===== src/design/rth_pkg.sv =====
package rth_pkg;

    // coordinate format and working width of the datapath
    localparam int CW        = 32;
    localparam int W         = 4 * CW + 16;
    localparam int AW        = 6;
    localparam int MEM_DEPTH = 2 ** AW;
    localparam int NCFG      = 6;
    localparam int NVERT     = 9;

    // serial step counts: direction, coordinate difference, cross product
    localparam logic [7:0] MC_D     = 8'(CW);
    localparam logic [7:0] MC_E     = 8'(CW + 1);
    localparam logic [7:0] MC_Y     = 8'(2 * CW + 3);
    localparam logic [7:0] DIV_LAST = 8'(W - 1);
    localparam logic [3:0] LOAD_LAST = 4'(NCFG + NVERT - 1);

    typedef logic [AW-1:0] t_addr;

    typedef enum logic [2:0] {
        OP_END, OP_ADD, OP_SUB, OP_MUL, OP_DIV, OP_SAT, OP_CHK, OP_ZCHK
    } t_op;

    typedef enum logic [2:0] {
        S_IDLE, S_LOAD, S_READ, S_EXEC, S_ITER, S_WRITE, S_DONE
    } t_state;

    typedef struct packed {
        t_op        op;
        logic       vec;
        t_addr      dst;
        logic       dv;
        t_addr      a;
        logic       av;
        logic [1:0] ar;
        t_addr      b;
        logic       bv;
        logic [1:0] br;
        logic [7:0] cnt;
    } t_instr;

    typedef struct packed {
        logic [NVERT-1:0][CW-1:0] c;
    } t_tri;

    typedef logic [NCFG-1:0][CW-1:0] t_cfg;

    // head of the triangle queue as seen by the engine
    typedef struct packed {
        logic valid;
        t_tri vtx;
    } t_qhead;

    // scratch register map
    localparam t_addr R_O   = 6'd0;
    localparam t_addr R_D   = 6'd3;
    localparam t_addr R_V0  = 6'd6;
    localparam t_addr R_V1  = 6'd9;
    localparam t_addr R_V2  = 6'd12;
    localparam t_addr R_E1  = 6'd15;
    localparam t_addr R_E2  = 6'd18;
    localparam t_addr R_N   = 6'd21;
    localparam t_addr R_TA  = 6'd24;
    localparam t_addr R_TB  = 6'd27;
    localparam t_addr R_DEN = 6'd30;
    localparam t_addr R_NUM = 6'd31;
    localparam t_addr R_P   = 6'd32;
    localparam t_addr R_X   = 6'd35;
    localparam t_addr R_U   = 6'd38;
    localparam t_addr R_V   = 6'd41;
    localparam t_addr R_Y   = 6'd44;
    localparam t_addr R_Z   = 6'd47;

    function automatic t_instr mk(t_op op, logic vec, t_addr dst, logic dv,
                                  t_addr a, logic av, logic [1:0] ar,
                                  t_addr b, logic bv, logic [1:0] br,
                                  logic [7:0] cnt);
        t_instr r;
        r.op  = op;
        r.vec = vec;
        r.dst = dst;
        r.dv  = dv;
        r.a   = a;
        r.av  = av;
        r.ar  = ar;
        r.b   = b;
        r.bv  = bv;
        r.br  = br;
        r.cnt = cnt;
        return r;
    endfunction

    function automatic t_instr v3(t_op op, t_addr dst, t_addr a, logic [1:0] ar,
                                  t_addr b, logic [1:0] br, logic [7:0] cnt);
        return mk(op, 1'b1, dst, 1'b1, a, 1'b1, ar, b, 1'b1, br, cnt);
    endfunction

    function automatic t_instr sc(t_op op, t_addr dst, t_addr a, t_addr b);
        return mk(op, 1'b0, dst, 1'b0, a, 1'b0, 2'd0, b, 1'b0, 2'd0, 8'd0);
    endfunction

    // same-side test of the point against edge va->vb, opposite vertex vc
    function automatic t_instr side_ins(logic [3:0] s, t_addr va, t_addr vb, t_addr vc);
        t_instr r;
        case (s)
            4'd0:    r = v3(OP_SUB, R_X, vb, 2'd0, va, 2'd0, 8'd0);
            4'd1:    r = v3(OP_SUB, R_U, R_P, 2'd0, va, 2'd0, 8'd0);
            4'd2:    r = v3(OP_SUB, R_V, vc, 2'd0, va, 2'd0, 8'd0);
            4'd3:    r = v3(OP_MUL, R_TA, R_X, 2'd1, R_U, 2'd2, MC_E);
            4'd4:    r = v3(OP_MUL, R_TB, R_X, 2'd2, R_U, 2'd1, MC_E);
            4'd5:    r = v3(OP_SUB, R_Y, R_TA, 2'd0, R_TB, 2'd0, 8'd0);
            4'd6:    r = v3(OP_MUL, R_TA, R_X, 2'd1, R_V, 2'd2, MC_E);
            4'd7:    r = v3(OP_MUL, R_TB, R_X, 2'd2, R_V, 2'd1, MC_E);
            4'd8:    r = v3(OP_SUB, R_Z, R_TA, 2'd0, R_TB, 2'd0, 8'd0);
            4'd9:    r = v3(OP_MUL, R_TA, R_Y, 2'd0, R_Z, 2'd0, MC_Y);
            4'd10:   r = sc(OP_ADD, R_NUM, R_TA, R_TA + 6'd1);
            4'd11:   r = sc(OP_ADD, R_NUM, R_NUM, R_TA + 6'd2);
            4'd12:   r = sc(OP_CHK, R_NUM, R_NUM, R_NUM);
            default: r = sc(OP_END, R_NUM, R_NUM, R_NUM);
        endcase
        return r;
    endfunction

    // microcode: normal, plane crossing, then a same-side test for each edge
    function automatic t_instr rth_rom(t_addr pc);
        t_instr r;
        if (pc >= 6'd17 && pc < 6'd30) begin
            r = side_ins(4'(pc - 6'd17), R_V1, R_V2, R_V0);
        end else if (pc >= 6'd30 && pc < 6'd43) begin
            r = side_ins(4'(pc - 6'd30), R_V2, R_V0, R_V1);
        end else if (pc >= 6'd43 && pc < 6'd56) begin
            r = side_ins(4'(pc - 6'd43), R_V0, R_V1, R_V2);
        end else begin
            case (pc)
                6'd0:    r = v3(OP_SUB, R_E1, R_V1, 2'd0, R_V0, 2'd0, 8'd0);
                6'd1:    r = v3(OP_SUB, R_E2, R_V2, 2'd0, R_V0, 2'd0, 8'd0);
                6'd2:    r = v3(OP_MUL, R_TA, R_E1, 2'd1, R_E2, 2'd2, MC_E);
                6'd3:    r = v3(OP_MUL, R_TB, R_E1, 2'd2, R_E2, 2'd1, MC_E);
                6'd4:    r = v3(OP_SUB, R_N, R_TA, 2'd0, R_TB, 2'd0, 8'd0);
                6'd5:    r = v3(OP_MUL, R_TA, R_N, 2'd0, R_D, 2'd0, MC_D);
                6'd6:    r = sc(OP_ADD, R_DEN, R_TA, R_TA + 6'd1);
                6'd7:    r = sc(OP_ADD, R_DEN, R_DEN, R_TA + 6'd2);
                6'd8:    r = sc(OP_ZCHK, R_DEN, R_DEN, R_DEN);
                6'd9:    r = v3(OP_SUB, R_U, R_V0, 2'd0, R_O, 2'd0, 8'd0);
                6'd10:   r = v3(OP_MUL, R_TA, R_N, 2'd0, R_U, 2'd0, MC_E);
                6'd11:   r = sc(OP_ADD, R_NUM, R_TA, R_TA + 6'd1);
                6'd12:   r = sc(OP_ADD, R_NUM, R_NUM, R_TA + 6'd2);
                6'd13:   r = mk(OP_MUL, 1'b1, R_TA, 1'b1, R_NUM, 1'b0, 2'd0,
                                R_D, 1'b1, 2'd0, MC_D);
                6'd14:   r = mk(OP_DIV, 1'b1, R_TA, 1'b1, R_TA, 1'b1, 2'd0,
                                R_DEN, 1'b0, 2'd0, 8'd0);
                6'd15:   r = v3(OP_ADD, R_TA, R_O, 2'd0, R_TA, 2'd0, 8'd0);
                6'd16:   r = v3(OP_SAT, R_P, R_TA, 2'd0, R_TA, 2'd0, 8'd0);
                default: r = sc(OP_END, R_NUM, R_NUM, R_NUM);
            endcase
        end
        return r;
    endfunction

endpackage


===== src/design/rth_queue.sv =====
module rth_queue (
    input  logic           i_clk,
    input  logic           i_rst_n,
    input  logic           i_valid,
    input  rth_pkg::t_tri  i_tri,
    output logic           o_stall,
    output rth_pkg::t_qhead o_head,
    input  logic           i_pop
);

    rth_pkg::t_tri r_mem [2];
    logic          r_wp;
    logic          r_rp;
    logic [1:0]    r_count;
    logic          push;

    assign o_stall     = (r_count == 2'd2);
    assign push        = i_valid && !o_stall;
    assign o_head.valid = (r_count != 2'd0);
    assign o_head.vtx   = r_mem[r_rp];

    // store incoming beats
    always_ff @(posedge i_clk) begin
        if (push) begin
            r_mem[r_wp] <= i_tri;
        end
    end

    // advance pointers and fill count
    always_ff @(posedge i_clk) begin
        if (!i_rst_n) begin
            r_wp    <= 1'b0;
            r_rp    <= 1'b0;
            r_count <= 2'd0;
        end else begin
            if (push) begin
                r_wp <= !r_wp;
            end
            if (i_pop) begin
                r_rp <= !r_rp;
            end
            r_count <= r_count + {1'b0, push} - {1'b0, i_pop};
        end
    end

endmodule


===== config.mk =====
export PLATFORM = sky130hd
export DESIGN_NAME = rth_queue
export DESIGN_NICKNAME = d
export VERILOG_FILES = /design/src/design/rth_pkg.sv /design/src/design/rth_queue.sv
export SDC_FILE = /design/constraint.sdc
export NUM_CORES = 1
export LEC_CHECK = 0
export ABC_AREA = 1
export BUFFER_PORTS_ARGS = -buffer_cell sky130_fd_sc_hd__buf_2
export CELL_PAD_IN_SITES_DETAIL_PLACEMENT = 2
export CELL_PAD_IN_SITES_GLOBAL_PLACEMENT = 2
export CORE_MARGIN = 2
export CORE_UTILIZATION = 30
export CTS_CLUSTER_SIZE = 20
export DETAILED_ROUTE_END_ITERATION = 7
export PLACE_DENSITY = 0.68
export SLEW_MARGIN = 15
export SYNTH_ARGS = -nofsm -noshare
export SYNTH_HDL_FRONTEND = slang
export SYNTH_SLANG_ARGS = --single-unit

===== constraint.sdc =====
create_clock -name i_clk -period 21.9 [get_ports i_clk]
set_input_delay 2.19 -clock i_clk [delete_from_list [all_inputs] [get_ports i_clk]]
set_output_delay 2.19 -clock i_clk [all_outputs]
set_load 0.02 [all_outputs]

After elaboration in Yosys (flattened, before gate mapping)
Memory sizes are Yosys's and may differ from the RTL's. A register that Yosys moved wholly into a read port is not among the register bits.
Cells that the tools add are included.
{ "word_totals": {"regBits": 4, "latchBits": 0, "mem_bits_rw": 576, "romBits": 0, "in_bits": 292, "out_inout_bits": 290, "elab_cells": 16, "n_memories": 1} }
{ "mem_list": {"columns": ["name", "words", "word_bits", "read_ports", "rd_clocked_by_memory_dff", "write_ports", "line", "text"], "rows": [
  ["r_mem", 2, 288, 1, 1, 1, "rth_queue.sv:11", "rth_pkg::t_tri r_mem [2];"]
]} }
{ "classes": {"addsub": 2, "n_mul": 0, "n_div": 0, "n_lt_le_gt_ge": 0, "eq_ne": 1, "shift": 0, "n_mux": 4, "n_bitwise": 0, "n_reduce_logical": 5} }
{ "op_table": {"columns": ["operator", "count"], "rows": [
  ["$mux 1", 4],
  ["$logic_not 1->1", 3],
  ["$add 2x1->2", 1],
  ["$eq 2x2->1 const B", 1],
  ["$reduce_bool 2->1", 1],
  ["$sub 2x1->2", 1],
  ["$logic_and 1x1->1", 1]
]} }

Logic depth before layout (Yosys ltp)
{ "depth": {"depth_word": 5, "depth_mapped": 11, "ltp_nobuf": 11} }

Worst setup path after synthesis
Ideal clock, no wire load.
{ "synth_timing": {"path_kind": "input-to-reg", "startpoint": "input i_valid", "endpoint": "memory r_mem[0][0] in the netlist's numbering, enable pin", "setup_ns": 0.942, "arrival_ns": 14.185, "required_time_ns": 20.958, "slack_ns": 6.774, "path_stages": 2, "n_path_buf": 0, "path_cell_list": "nand2_1 nor2_1"} }
{ "synth_between": {"elab_chain_cells": 3} }
{ "synth_rtl": {"columns": ["item", "line", "text"], "rows": [
  ["start: declaration", "rth_queue.sv:4", "input logic i_valid,"],
  ["$logic_and 1x1->1", "rth_queue.sv:18", "assign push = i_valid && !o_stall;"],
  ["$mux 1", "rth_queue.sv:24", "if (push) begin"],
  ["$mux 1 (implied by the code)", "rth_queue.sv:25", "r_mem[r_wp] <= i_tri;"],
  ["end: declaration", "rth_queue.sv:11", null]
]} }
No other way between the ends.

==> qor.txt <==
Placed cells: 2438
Gr usage total: 14.89%
PostCTS Resize Cnt: 0
Actual slew at the worst max-slew pin: 1.141 ns
Peak VDD IR: 0.06739 mV
Synth top area share: 79.17%
Final HPWL DP: 40230 µm
Synth area leader: edfxtp_1
Drt drc: 0
Worst-path fanout max: 54
Port Buffers: 581
Pwr Density: 104.3 mW/mm²
CTS buffer count: 68
Overall power: 2.931 mW
Num rows: 98
H-tree lvl count: 3
Post-route insts no fill: 2569
Share of cells above drive strength 1: 60.63%
Worst-Skew Late Latency: 0.59 ns
Most common cell in the netlist: edfxtp_1
Post-synthesis sequential element count: 581
Largest net degree at the start of global routing: 142
Final worst slack: 15.74 ns
Reg2Reg Setup Slack: 18.28 ns
Nets@finish: 1852
Worst Hold Launch: r_rp
RR Endpoint: r_mem[0][128]
Top post-synthesis cells by count: edfxtp_1, mux2_4, mux2_2, buf_6, nand2_1
# setup viols final: 0
Hold Crit Depth: 2
Drt via density: 4.317
Clk buf depth: 3
Ys flop type: edfxtp_1
Hold Crit Class: reg2reg
Sequential cell area: 0.01740 mm²
Final setup TNS: 0 ns
Per-cell routed wire length: 22.51 µm
Synth Cell Area: 0.02185 mm²
Asr flop ratio synth: 0%
Multi-input combinational cell area: 0.004110 mm²
Worst hold endpoint: r_rp
First-pass DRT Iterations: 4
IO Pins: 582
Die Ht: 273.9 µm
Number of global-route vias before repair: 12710
Fmax: 0.1622 GHz
Min Tclk post-route: 6.165 ns
Ranking of synthesized cells by area: edfxtp_1, mux2_4, mux2_2, buf_6, dfxtp_1
Area delta synth->final: 28.63%
Vias: 11090
Post-cts hold buffer count: 0
Reg2reg path depth: 6
Final wirelength: 57830 µm
Status: complete, no violations
Final Slew Violations: 0
Slew headroom: 23.93%
Library cells used by synthesis: 12
Clk root buf: clkbuf_16
Die X: 273.9 µm
Syn_nets: 1224
Crit. End Element: primary output
Dpl ws: 16.31 ns
Worst setup SP type: flip-flop
R2R Path Start: r_count[0]
Clock Sinks: 581
Initial core utilization: 30.41%
Drt first-iter violations: 590
Synthesized instance count: 930
Max capacitance violation total: 0
Die area: 0.07500 mm²
Unrepaired setup endpoints after global routing: false
Skew final: 0.02497 ns
Syn Area/Cell: 23.49 µm²
Req. time, crit path: 19.71 ns
EDFF count, synth: 576
CP arrival: 3.97 ns
Clk pin slew, worst setup/hold paths: 0.06 ns
# Post-CTS Setup Buffers: 0
Post-synthesis sequential area ratio: 79.62%
Area of the core: 0.07185 mm²
Global-route wire length before repair: 82600 µm
Overflow after GRT: 0
CTS tree: done
Final period util: 28.15%
Fillers: 7037
Ys Warns: 0
GPL Wtd Cong: 0.8028
Initial antenna violation count: 11
P_leak: 10.84 nW
Final hold viol count: 0
Post-route ant nets: 0
CP Class: reg2out
## worst max-delay path, stage by stage, from the launching register on
cell	delay (ns)
dfxtp_4	0.99
buf_4	0.86
buf_4	0.86
mux2_4	0.37
buf_2	0.16
## through the flow
stage / hold slack (ns) / cell area [µm²] / utilization [%]
final: 0.5094 / 28100 / 39.11
after global routing: 0.5564 / 28100 / 39.10
after CTS: 0.5134 / 28090 / 39.09
after detailed placement: 0.4978 / 25730 / 35.81
after global placement: 0.4745 / 25730 / 35.81
after floorplan: 0.4635 / 21850 / -
## worst max-delay path by stage
stage | from | to | slack, ns | cells after the start
4_1_cts | flip-flop | o_head[156] | 15.63 | 4
2_1_floorplan | i_valid | r_mem[0][0] | 6.77 | 2
6_report | flip-flop | o_head[156] | 15.74 | 4
3_3_place_gp | flip-flop | o_head[133] | 16.43 | 4
3_5_place_dp | flip-flop | o_head[156] | 16.31 | 4
5_1_grt | flip-flop | o_head[156] | 15.54 | 4
## logic make-up (layout without fill, tap and decap cells)
group | after synthesis | after routing | share of synthesized area (%)
DFF | 581 | 581 | 79.62
AOI/OAI and AO/OA | 2 | 2 | 0.04582
and+or+nand+nor | 18 | 18 | 0.3207
buffers and inverters | 39 | 722 | 1.598
other | 0 | 6 | 0
adders and majority gates | 2 | 2 | 0.1145
muxes | 288 | 288 | 18.30
## layout make-up
class	count	share of cell area, %
diodes	6	0.05343
clock buffers	81	6.380
clock inverters	44	1.999
inverters	7	0.1202
multi-input cells	310	14.63
flip-flops and latches	581	61.92
well taps	950	4.230
repair buffers	590	10.68
## flip-flops by register name, summed over array words and instances (netlist names), named ones only
signal and count:
r_rp 1, r_mem 576, r_count 2, r_wp 1
## layout by cell type, fill, tap and decap left out, types with 6 or more instances in the layout
master and n:
buf_4 7, inv_1 6, mux2_2 87, clkbuf_1 11, edfxtp_1 576, mux2_4 201, bufinv_16 11, clkinv_2 8
buf_2 581, clkbuf_16 70, clkinv_1 17, diode_2 6, nand2_1 10
## report_power, final
| part | internal (mW) | switching [mW] |
|---|---|---|
| registers | 1.34 | 0.0317 |
| clock network | 0.721 | 0.460 |
| logic | 0.152 | 0.230 |
## layer usage
metal | track usage [%] | vias to the layer above | routed length (µm)
li1 | - | 4980 | -
met1 | 15.18 | 5614 | 20250
met2 | 28.14 | 391 | 31680
met3 | 5.132 | 95 | 4349
met4 | 4.920 | 10 | 1485
met5 | 0 | - | 63
(Power assumes the default switching activity.)
